## src/design/aec_pkg.sv

```systemverilog
// Shared widths, payload types and datapath commands for the arithmetic encoder core.
package aec_pkg;

	localparam int CODE_WIDTH = 32;
	localparam int FREQ_WIDTH = 16;
	localparam int IN_W       = 17;
	localparam int FOLLOW_W   = 16;
	localparam int RESULT_CAP = 33;

	localparam int RNG_W  = CODE_WIDTH + 1;
	localparam int PROD_W = RNG_W + IN_W;
	localparam int CNT_W  = $clog2(PROD_W + 1);
	localparam int N_W    = $clog2(RESULT_CAP);

	localparam logic [CODE_WIDTH-1:0] QUARTER_PT = CODE_WIDTH'(1) << (CODE_WIDTH - 2);
	localparam logic [CODE_WIDTH-1:0] HALF_PT    = CODE_WIDTH'(1) << (CODE_WIDTH - 1);

	typedef struct packed {
		logic [IN_W-1:0] cum_low;
		logic [IN_W-1:0] cum_high;
		logic [IN_W-1:0] divisor;
		logic            mode;
		logic            finish;
	} aec_sym_t;

	typedef struct packed {
		logic                code_bit;
		logic [FOLLOW_W-1:0] follow_count;
		logic                last;
	} aec_code_t;

	typedef enum logic [3:0] {
		OP_NONE,
		OP_LOAD,
		OP_MUL,
		OP_DIV,
		OP_CLAMP_H,
		OP_CLAMP_L,
		OP_APPLY,
		OP_RENORM,
		OP_FLUSH,
		OP_FINAL
	} aec_op_t;

	typedef struct packed {
		aec_op_t op;
	} aec_cmd_t;

	typedef struct packed {
		logic mode;
		logic fin;
		logic div_last;
		logic emit;
		logic under;
		logic cap_hit;
		logic push_ok;
		logic hold_v;
		logic order_ok;
	} aec_status_t;

endpackage

```

## src/design/aec_dp.sv

```systemverilog
// Datapath of the arithmetic encoder: interval, scaling, divider, renormalization, result slots.
module aec_dp (
	input  logic                clk,
	input  logic                arst_n,
	input  aec_pkg::aec_cmd_t   cmd,
	input  aec_pkg::aec_sym_t   sym,
	input  logic                code_stall,
	output aec_pkg::aec_status_t st,
	output logic                code_valid,
	output aec_pkg::aec_code_t  code
);
	import aec_pkg::*;

	logic [CODE_WIDTH-1:0] lo_q, hi_q;
	logic [FOLLOW_W-1:0]   pend_q;
	logic [RNG_W-1:0]      range_q, sh_q, sl_q;
	logic [IN_W-1:0]       cl_q, ch_q, dv_q, rh_q, rl_q;
	logic                  mode_q, fin_q;
	logic [PROD_W-1:0]     qh_q, ql_q;
	logic [CNT_W-1:0]      cnt_q;
	logic [N_W-1:0]        n_q;
	aec_code_t             hold_q;
	logic                  hold_v_q;
	aec_code_t             out_q;
	logic                  out_v_q;

	logic                  out_free, push, emit, under, lo_ge_hi_bad;
	logic [FOLLOW_W-1:0]   pend_inc;
	logic [IN_W:0]         rh2, rl2, rh_n, rl_n;
	logic                  qh_bit, ql_bit;
	logic [PROD_W-1:0]     sh_raw, sl_raw;
	logic [RNG_W-1:0]      sh_c, sl_lim, sl_c, hi_sum, load_range;
	logic [CODE_WIDTH-1:0] lo_sub, hi_sub;
	aec_code_t             push_data;

	assign out_free = !out_v_q || !code_stall;
	assign emit     = !hi_q[CODE_WIDTH-1] || lo_q[CODE_WIDTH-1];
	assign under    = (lo_q[CODE_WIDTH-1:CODE_WIDTH-2] == 2'b01)
		&& (hi_q[CODE_WIDTH-1:CODE_WIDTH-2] == 2'b10);
	assign pend_inc = (pend_q == '1) ? pend_q : pend_q + FOLLOW_W'(1);
	assign lo_ge_hi_bad = hi_q < lo_q;

	// restoring divide, one quotient bit per cycle for both bounds
	always_comb begin
		rh2    = {rh_q, qh_q[PROD_W-1]};
		rl2    = {rl_q, ql_q[PROD_W-1]};
		qh_bit = rh2 >= {1'b0, dv_q};
		ql_bit = rl2 >= {1'b0, dv_q};
		rh_n   = qh_bit ? rh2 - {1'b0, dv_q} : rh2;
		rl_n   = ql_bit ? rl2 - {1'b0, dv_q} : rl2;
	end

	always_comb begin
		load_range = lo_ge_hi_bad ? RNG_W'(1) : RNG_W'(hi_q) - RNG_W'(lo_q) + RNG_W'(1);
		sh_raw = mode_q ? (qh_q >> FREQ_WIDTH) : qh_q;
		sl_raw = mode_q ? (ql_q >> FREQ_WIDTH) : ql_q;
		if (sh_raw > PROD_W'(range_q))
			sh_c = range_q;
		else if (sh_raw == '0)
			sh_c = RNG_W'(1);
		else
			sh_c = sh_raw[RNG_W-1:0];
		sl_lim = sh_q - RNG_W'(1);
		sl_c   = (sl_raw > PROD_W'(sl_lim)) ? sl_lim : sl_raw[RNG_W-1:0];
		hi_sum = RNG_W'(lo_q) + sh_q - RNG_W'(1);
		if (lo_q[CODE_WIDTH-1]) begin
			lo_sub = lo_q - HALF_PT;
			hi_sub = hi_q - HALF_PT;
		end else if (!emit) begin
			lo_sub = lo_q - QUARTER_PT;
			hi_sub = hi_q - QUARTER_PT;
		end else begin
			lo_sub = lo_q;
			hi_sub = hi_q;
		end
	end

	always_comb begin
		push      = hold_v_q && ((cmd.op == OP_RENORM && emit) || cmd.op == OP_FLUSH
			|| cmd.op == OP_FINAL);
		push_data = hold_q;
		push_data.last = (cmd.op == OP_FINAL);
	end

	always_ff @(posedge clk or negedge arst_n) begin
		if (!arst_n) begin
			lo_q     <= '0;
			hi_q     <= '1;
			pend_q   <= '0;
			n_q      <= '0;
			cnt_q    <= '0;
			hold_v_q <= 1'b0;
			out_v_q  <= 1'b0;
		end else begin
			if (push) begin
				out_q   <= push_data;
				out_v_q <= 1'b1;
			end else if (out_free) begin
				out_v_q <= 1'b0;
			end
			unique case (cmd.op)
				OP_LOAD: begin
					cl_q    <= sym.cum_low;
					ch_q    <= sym.cum_high;
					dv_q    <= (sym.divisor == '0) ? IN_W'(1) : sym.divisor;
					mode_q  <= sym.mode;
					fin_q   <= sym.finish;
					range_q <= load_range;
					n_q     <= '0;
				end
				OP_MUL: begin
					qh_q  <= PROD_W'(range_q) * PROD_W'(ch_q);
					ql_q  <= PROD_W'(range_q) * PROD_W'(cl_q);
					rh_q  <= '0;
					rl_q  <= '0;
					cnt_q <= CNT_W'(PROD_W);
				end
				OP_DIV: begin
					qh_q  <= {qh_q[PROD_W-2:0], qh_bit};
					ql_q  <= {ql_q[PROD_W-2:0], ql_bit};
					rh_q  <= rh_n[IN_W-1:0];
					rl_q  <= rl_n[IN_W-1:0];
					cnt_q <= cnt_q - CNT_W'(1);
				end
				OP_CLAMP_H: sh_q <= sh_c;
				OP_CLAMP_L: sl_q <= sl_c;
				OP_APPLY: begin
					hi_q <= hi_sum[CODE_WIDTH-1:0];
					lo_q <= lo_q + sl_q[CODE_WIDTH-1:0];
				end
				OP_RENORM: begin
					if (emit) begin
						hold_q.code_bit     <= hi_q[CODE_WIDTH-1];
						hold_q.follow_count <= pend_q;
						hold_q.last         <= 1'b0;
						hold_v_q            <= 1'b1;
						pend_q              <= '0;
						n_q                 <= n_q + N_W'(1);
					end else begin
						pend_q <= pend_inc;
					end
					lo_q <= {lo_sub[CODE_WIDTH-2:0], 1'b0};
					hi_q <= {hi_sub[CODE_WIDTH-2:0], 1'b1};
				end
				OP_FLUSH: begin
					hold_q.code_bit     <= |lo_q[CODE_WIDTH-1:CODE_WIDTH-2];
					hold_q.follow_count <= pend_inc;
					hold_q.last         <= 1'b0;
					hold_v_q            <= 1'b1;
					lo_q                <= '0;
					hi_q                <= '1;
					pend_q              <= '0;
				end
				OP_FINAL: hold_v_q <= 1'b0;
				default: ;
			endcase
		end
	end

	always_comb begin
		st.mode     = mode_q;
		st.fin      = fin_q;
		st.div_last = (cnt_q == CNT_W'(1));
		st.emit     = emit;
		st.under    = under;
		st.cap_hit  = (n_q == N_W'(RESULT_CAP - 1));
		st.push_ok  = !hold_v_q || out_free;
		st.hold_v   = hold_v_q;
		st.order_ok = !lo_ge_hi_bad;
	end

	assign code_valid = out_v_q;
	assign code       = out_q;

endmodule

```

## src/design/aec_ctrl.sv

```systemverilog
// Sequencer of the arithmetic encoder: steps the datapath through one symbol.
module aec_ctrl (
	input  logic                 clk,
	input  logic                 arst_n,
	input  logic                 sym_valid,
	input  aec_pkg::aec_status_t st,
	output logic                 sym_stall,
	output aec_pkg::aec_cmd_t    cmd
);
	import aec_pkg::*;

	typedef enum logic [3:0] {
		S_IDLE, S_MUL, S_DIV, S_CLAMP_H, S_CLAMP_L, S_APPLY, S_RENORM, S_FLUSH, S_FINAL
	} state_t;

	state_t state_q;
	logic   busy_q;
	logic   go_on;

	// keep renormalizing while a bit is due (below the cap) or an underflow applies
	assign go_on = st.emit ? !st.cap_hit : st.under;

	always_comb begin
		cmd.op = OP_NONE;
		unique case (state_q)
			S_IDLE:    if (sym_valid) cmd.op = OP_LOAD;
			S_MUL:     cmd.op = OP_MUL;
			S_DIV:     cmd.op = OP_DIV;
			S_CLAMP_H: cmd.op = OP_CLAMP_H;
			S_CLAMP_L: cmd.op = OP_CLAMP_L;
			S_APPLY:   cmd.op = OP_APPLY;
			S_RENORM:  if (go_on && (!st.emit || st.push_ok)) cmd.op = OP_RENORM;
			S_FLUSH:   if (st.push_ok) cmd.op = OP_FLUSH;
			S_FINAL:   if (st.push_ok) cmd.op = OP_FINAL;
			default:   cmd.op = OP_NONE;
		endcase
	end

	always_ff @(posedge clk or negedge arst_n) begin
		if (!arst_n) begin
			state_q <= S_IDLE;
			busy_q  <= 1'b0;
		end else begin
			unique case (state_q)
				S_IDLE: if (sym_valid) begin
					state_q <= S_MUL;
					busy_q  <= 1'b1;
				end
				S_MUL:     state_q <= st.mode ? S_CLAMP_H : S_DIV;
				S_DIV:     if (st.div_last) state_q <= S_CLAMP_H;
				S_CLAMP_H: state_q <= S_CLAMP_L;
				S_CLAMP_L: state_q <= S_APPLY;
				S_APPLY:   state_q <= S_RENORM;
				S_RENORM:  if (!go_on) state_q <= st.fin ? S_FLUSH : S_FINAL;
				S_FLUSH:   if (st.push_ok) state_q <= S_FINAL;
				S_FINAL: if (st.push_ok) begin
					state_q <= S_IDLE;
					busy_q  <= 1'b0;
				end
				default: state_q <= S_IDLE;
			endcase
		end
	end

	assign sym_stall = busy_q;

endmodule

```

## src/design/arithmetic_encoder_core.sv

```systemverilog
// Top level of the integer binary arithmetic encoder core.
//
//  channel | dir | handshake              | payload
//  sym     | in  | sym_valid / sym_stall  | aec_sym_t  (cum_low, cum_high, divisor, mode, finish)
//  code    | out | code_valid / code_stall| aec_code_t (code_bit, follow_count, last)
//
// One symbol at a time: load, multiply, then in divide mode a bit-serial divider
// (both bounds at once), high clamp, low clamp, apply, the renormalization steps,
// a flush on finish and a closing step.
// Reset puts low at zero, high at all ones and the pending count at zero.
// A stalled code output holds the sequencer only when a further transfer is due.
module arithmetic_encoder_core (
	input  logic               clk,
	input  logic               arst_n,
	input  logic               sym_valid,
	output logic               sym_stall,
	input  aec_pkg::aec_sym_t  sym,
	output logic               code_valid,
	input  logic               code_stall,
	output aec_pkg::aec_code_t code
);
	import aec_pkg::*;

	aec_cmd_t    cmd;
	aec_status_t st;

	aec_ctrl u_ctrl (
		.clk       (clk),
		.arst_n    (arst_n),
		.sym_valid (sym_valid),
		.st        (st),
		.sym_stall (sym_stall),
		.cmd       (cmd)
	);

	aec_dp u_dp (
		.clk        (clk),
		.arst_n     (arst_n),
		.cmd        (cmd),
		.sym        (sym),
		.code_stall (code_stall),
		.st         (st),
		.code_valid (code_valid),
		.code       (code)
	);

	a_busy_after_accept: assert property (@(posedge clk) disable iff (!arst_n)
		(sym_valid && !sym_stall) |=> sym_stall)
		else $error("no stall after symbol transfer");

	a_idle_no_hold: assert property (@(posedge clk) disable iff (!arst_n)
		!sym_stall |-> !st.hold_v)
		else $error("result held while idle");

	a_idle_order: assert property (@(posedge clk) disable iff (!arst_n)
		!sym_stall |-> st.order_ok)
		else $error("interval low above high while idle");

endmodule
```

## config.mk

```make
export PLATFORM = sky130hd
export DESIGN_NAME = arithmetic_encoder_core
export DESIGN_NICKNAME = d
export VERILOG_FILES = /design/src/design/aec_pkg.sv /design/src/design/aec_dp.sv /design/src/design/aec_ctrl.sv /design/src/design/arithmetic_encoder_core.sv
export SDC_FILE = /design/constraint.sdc
export NUM_CORES = 2
export LEC_CHECK = 0
export ABC_AREA = 1
export BUFFER_PORTS_ARGS = -buffer_cell sky130_fd_sc_hd__buf_2
export CORE_AREA = 2 2 464 558
export DETAILED_ROUTE_END_ITERATION = 10
export DIE_AREA = 0 0 466 560
export PLACE_DENSITY_LB_ADDON = 0.05
export SKIP_LAST_GASP = 1
export SYNTH_ARGS = -nofsm -noshare
export SYNTH_HDL_FRONTEND = slang
export SYNTH_SLANG_ARGS = --single-unit
export TNS_END_PERCENT = 20
```

## constraint.sdc

```tcl
create_clock -name clk -period 10.9 [get_ports clk]
set_input_delay 0.545 -clock clk [delete_from_list [all_inputs] [get_ports clk]]
set_output_delay 0.545 -clock clk [all_outputs]
set_load 0.02 [all_outputs]
```

## Word level (Yosys, flattened, before mapping)

Index checks and enable logic that the tools add are counted.

- Flip-flop bits (word level): 419

- Add/subtract/negate cells: 15
- $mul: 2
- $lt $le $gt $ge: 5
- Equal/unequal tests: 28
- Muxes and demuxes: 46
- Reduce and logical (&&, ||, !) cells: 37

Operator list:

| kind | count |
|---|---|
| 50-bit one-hot mux with 2 select lines | 2 |
| 32-bit one-hot mux with 3 select lines | 2 |
| 31-bit 2-to-1 mux | 4 |
| 50-bit by 33-bit > comparator with 1-bit output | 2 |
| 33-bit by 17-bit multiplier with 50-bit output | 2 |
| 50-bit 2-to-1 mux | 2 |
| 4-bit one-hot mux with 9 select lines | 2 |
| 17-bit one-hot mux with 2 select lines | 2 |
| 33-bit 2-to-1 mux | 2 |
| 32-bit adder | 2 |
| 31-bit by 1-bit subtractor with 31-bit output, second input constant | 2 |
| 31-bit subtractor, second input constant | 2 |
| 50-bit zero test | 1 |
| 18-bit by 17-bit >= comparator with 1-bit output | 2 |
| 18-bit one-hot mux with 2 select lines | 1 |
| 17-bit 2-to-1 mux | 2 |
| 17-bit subtractor | 2 |
| 33-bit by 1-bit adder with 33-bit output, second input constant | 1 |
| 32-bit by 32-bit subtractor with 33-bit output | 1 |
| 33-bit by 1-bit subtractor with 33-bit output, second input constant | 1 |
| 4-bit by 3-bit equality test with 1-bit output, second input constant | 8 |
| 32-bit less-than comparator | 1 |
| 16-bit 2-to-1 mux | 2 |
| 32-bit 2-to-1 mux | 1 |
| other kinds (34) | 84 |

## Longest topological paths before layout

- Word-level depth: 13
- Gate-level depth with buffers: 30
- Depth with buffers taken out: 28

## Modules after synthesis

Synthesis repeated with hierarchy kept, for this count alone.

- Cell total of the unflattened synthesis: 9775
- Area, all modules: 70151.0 um2

Modules (own cells, without submodules):

| module | instances | cells an instance | area an instance (um2) | seq. area each (um2) |
|---|---|---|---|---|
| aec_dp | 1 | 9692 | 69663.1 | 12001.5 |
| aec_ctrl | 1 | 83 | 488.0 | 125.1 |

## Worst setup path before layout

No wires, ideal clock.

- Kind: reg-to-reg
- Start: register u_ctrl.state_q[1]
- End: register u_dp.qh_q[0], enable pin
- Setup time: 629 ps
- Arrival: 6590 ps
- Required time: 10271 ps
- Path slack: 3680 ps
- Cell stages (with the launch flop): 5
- Buffers on the path: 0
- Period minus slack after synthesis: 7220 ps
- Cell sequence: dfrtp_1 inv_2 nor3_2 nor2_1 nor2_1

- Longest elaborated chain between the ends: 5
- Elaborated cells on any way between the ends: 14
- Those cells by class: 10 x eq/ne; 1 x mux; 3 x reduce/logical

RTL lines:

| element | line | text |
|---|---|---|
| start: declaration | aec_ctrl.sv:16 | `state_t state_q;` |
| start signal: assignment | aec_ctrl.sv:49 | `S_MUL: state_q <= st.mode ? S_CLAMP_H : S_DIV;` |
| start signal: assignment | aec_ctrl.sv:54 | `S_RENORM: if (!go_on) state_q <= st.fin ? S_FLUSH : S_FINAL;` |
| 4-bit equality test, or another cell as far along | aec_ctrl.sv:25 | `unique case (state_q)` |
| 4-bit one-hot mux with 9 select lines (*) | aec_ctrl.sv:25 |  |
| 4-bit by 2-bit equality test with 1-bit output | aec_dp.sv:101 | `unique case (cmd.op)` |
| 2-bit nonzero test (no source line) (*) | n/a |  |
| 2-bit AND reduction (no source line) (*) | n/a |  |
| end signal: assignment | aec_dp.sv:112 | `qh_q <= PROD_W'(range_q) * PROD_W'(ch_q);` |
| end signal: assignment | aec_dp.sv:119 | `qh_q <= {qh_q[PROD_W-2:0], qh_bit};` |
| end: declaration | aec_dp.sv:19 | `logic [PROD_W-1:0] qh_q, ql_q;` |

Mark *: on every way between the ends. The rest lies on a longest branch, timed or not.
A chain may end at the register's enable or synchronous reset.

## Worst setup path in the final report

- Start: register u_dp.range_q[10]
- End: register u_dp.qh_q[30] (data pin)

- Longest elaborated chain between the ends: 2

RTL lines:

| element | line | text |
|---|---|---|
| start: declaration | aec_dp.sv:16 | `logic [RNG_W-1:0] range_q, sh_q, sl_q;` |
| start signal: assignment | aec_dp.sv:108 | `range_q <= load_range;` |
| 33-bit by 17-bit multiplier with 50-bit output | aec_dp.sv:112 |  |
| 50-bit one-hot mux with 2 select lines | aec_dp.sv:101 |  |

No other way between the ends.

==> metrics.csv <==
metric;value;unit
status;complete, no violations;
total global routing overflow;0;
adder-cell share of the synthesized area;35.6;%
Final Hold Fails;0;
aggregate global-route resource usage;22.0;%
first-iteration detailed-routing DRC count;3596;
Crit Path Class;flop to flop;
vias in the first global route;65600;
CTS max path bufs;3;
worst clock skew;41.0;ps
Initial Util;27.8;%
main combinational cell family by area after synthesis;adder cells;
Layout fillers;28200;
DP Worst Slack;4010;ps
CTS tree;built;
Post-CTS Setup Bufs;0;
fraction of the mapped netlist area in compound gates;4.33;%
DP HPWL;223;mm
final WL;283;mm
share of cells above drive strength 1;4.00;%
slew margin rel.;13.9;%
EDFF count, synth;320;
Final Max Slew Viols;0;
GR Layer Usage met2;40.0;%
worst setup margin;4060;ps
count of cell types in the netlist;51;
H-tree Lvls;3;
final worst path period share;62.8;%
Gate Count Post-Synth;10100;
CP max stage cell;fa_1;
post-route ant nets;0;
initial antenna violation count;5;
Crit path top cell by count;fa_1;
Post-Synth XOR/XNOR Area;1.29;%
CP required;11330;ps
Die Width;466;um
core footprint;256000;um^2
ys flop type;edfxtp_1;
post-synthesis mux area share;0;%
Vias/cell;4.52;
area grow syn2layout;9.61;%
Max Cap Violations;0;
Row Count;204;
RePlAce Congestion;0.886;
via count;61100;
Mean Syn Cell Area;7.03;um^2
final setup fails;0;
Max Clock Freq;0.146;GHz
CTS Buf Count;66;
Die ar.;261000;um^2
global route hottest layer;met2;
met3 Usage GRT;1.67;%
Seq cells post-synth;419;
YS warnings;0;
Syn Nets;11600;
post-route cell area;78000;um^2
Simple-Gate Fraction of Synth Area;25.6;%
first-pass detailed-route iteration total;6;
Die Y;560;um
DRC Markers;0;
CP cell instances;buf_4 -> buf_4 -> nand2_1 -> fa_1 -> fa_1 -> fa_1 -> inv_1 -> fa_1 -> fa_1 -> inv_1 -> fa_1 -> inv_1 -> ha_1 -> nand2_1 -> nor2_1 -> nand2_1 -> o211ai_1 -> nand3_1 -> nand2_1 -> nand2_1 -> nand3_1 -> o21ai_0;
total placed instance area;75300;um^2
Port-buffer cells;76;
Worst Max-Slew Pin Slew;1290;ps
final non-filler cell total;13500;
worst min-delay path class;primary input to flop;
global-route wire length before repair;428;mm
synthesized area;71200;um^2
ys async rst share;23.6;%
unrepaired setup endpoints after global routing;false;
Layout Nets;11600;
crit path DAT;7270;ps
Fin Setup TNS;0;ps
wire length per cell;21.0;um
clock transition time at the flip-flop clock pins of the worst setup and hold paths;60;ps
Worst Setup Start Kind;flop;
register area share after synthesis;17.0;%
Clock Sinks;419;
met1 usage;28.1;%
Cells after DPL;13300;
Ports;77;
Root Buffer;clkbuf_16;
largest net degree at the start of global routing;119;
Max stage delay on crit path;550;ps
Clk Latency, worst-skew pair;730;ps
CP max FO;27;
Final Critical Period;6840;ps
Critical Path End Type;flop;
## state kept, by name, summed over array words and instances, names as in the netlist, 6 cells and up
register	count
u_dp.dv_q	17
u_dp.rh_q	17
u_dp.pend_q	16
u_dp.cl_q	17
u_dp.sl_q	32
u_dp.ql_q	50
u_dp.hold_q	17
u_dp.range_q	33
u_dp.lo_q	32
u_dp.sh_q	33
u_dp.n_q	6
u_dp.rl_q	17
u_dp.ch_q	17
u_dp.code	18
u_dp.hi_q	32
u_dp.qh_q	50
u_dp.cnt_q	6
## per-layer routing
metal  part of all wire [%]  wire length [um]
met1                     44            125000
met2                     51            144000
met3                    2.8              7850
met4                    2.2              6290
met5                      0                 0
## through the flow
step | utilization (%) | hold WS, ps
after detailed placement | 29.4 | 405
after global routing | 30.5 | 5.35
after global placement | 29.4 | 402
after floorplan | - | 249
final | 30.5 | 34.3
after CTS | 30.5 | 2.26
## placed cells by master (no fill, tap or decap), types with 13 or more instances in the layout
cell              n
o22ai_1          20
dlygate4sd3_1    49
xor2_1           77
nor3_1           59
nand3b_1         28
or2_2            44
clkbuf_16        66
dfrtp_1          67
inv_1          2650
nor2_1          540
ha_1            511
a21oi_1         232
nand4_1          84
o21ai_0         233
nand2_1        3293
edfxtp_1        320
xnor2_1          28
fa_1            948
o21a_1           16
nor4_1           14
nand3_1         442
buf_4           119
o21bai_1         27
o21ai_1          13
buf_2            75
dfstp_2          32
## final cells by class
| class | count | area, um^2 | share of cell area (%) |
|---|---|---|---|
| multi-input combinational | 6668 | 47600 | 61.0 |
| sequential | 419 | 12100 | 15.5 |
| inverter | 2662 | 9990 | 12.8 |
| tap | 3399 | 4250 | 5.45 |
| timing repair buffer | 244 | 1780 | 2.28 |
| clock buffer | 75 | 1690 | 2.16 |
| clock inverter | 46 | 554 | 0.710 |
| antenna | 4 | 10.0 | 0.0128 |
## worst max-delay path: cells and delay by family (launching register included)
family	cells	cell delay, ps
adders and majority gates	7	3400
AOI/OAI and AO/OA	2	600
and+or+nand+nor	8	1120
buffers and inverters	5	1070
DFF	1	340
## cell families (layout without fill, tap and decap cells)
logic type               after synthesis  in the layout
flip-flops                           419            419
buffers and inverters               3044           3027
XOR/XNOR                             105            105
AO/OA/AOI/OAI                        571            571
AND/OR/NAND/NOR                     4533           4533
other                                  0              4
adder cells (fa/ha/maj)             1459           1459
## final timing paths
| path | startpoint | end | slack, ps | depth (start not counted) |
|---|---|---|---|---|
| max in group asynchronous | arst_n | u_dp.cnt_q[2] | 9060 | 3 |
| worst max register to register | u_dp.range_q[10] | u_dp.qh_q[30] | 4060 | 22 |
| min in group asynchronous | arst_n | u_dp.lo_q[20] | 420 | 2 |
| worst min-delay path | sym[13] | u_dp.dv_q[11] | 30 | 1 |
| worst max-delay path | u_dp.range_q[10] | u_dp.qh_q[30] | 4060 | 22 |
| worst min register to register | u_dp.hold_q[10] | u_dp.code[10] | 420 | 0 |
## what timing repair did
action                                 in CTS  in global routing
gates resized for setup                     0                  0
endpoints found under the hold margin      66                  0
hold buffers                               49                  0
## Yosys cell counts (32+ instances only)
cell,count,area share [%]
clkbuf_1,324,1.7
a21oi_1,232,1.6
nand2_1,3293,17
dfrtp_1,67,2.4
dfstp_2,32,1.2
nor3_1,60,0.42
nand3_1,442,3.1
buf_2,32,0.22
xor2_1,77,0.95
or2_2,44,0.39
o21ai_0,233,1.6
edfxtp_1,320,13
fa_1,948,27
ha_1,511,9.0
inv_1,2650,14
nor2_1,544,2.9
nand4_1,84,0.74
Power is left out: the tool's default activity adds up to more than one toggle a clock period on the data nets, which glitch-free logic cannot reach.
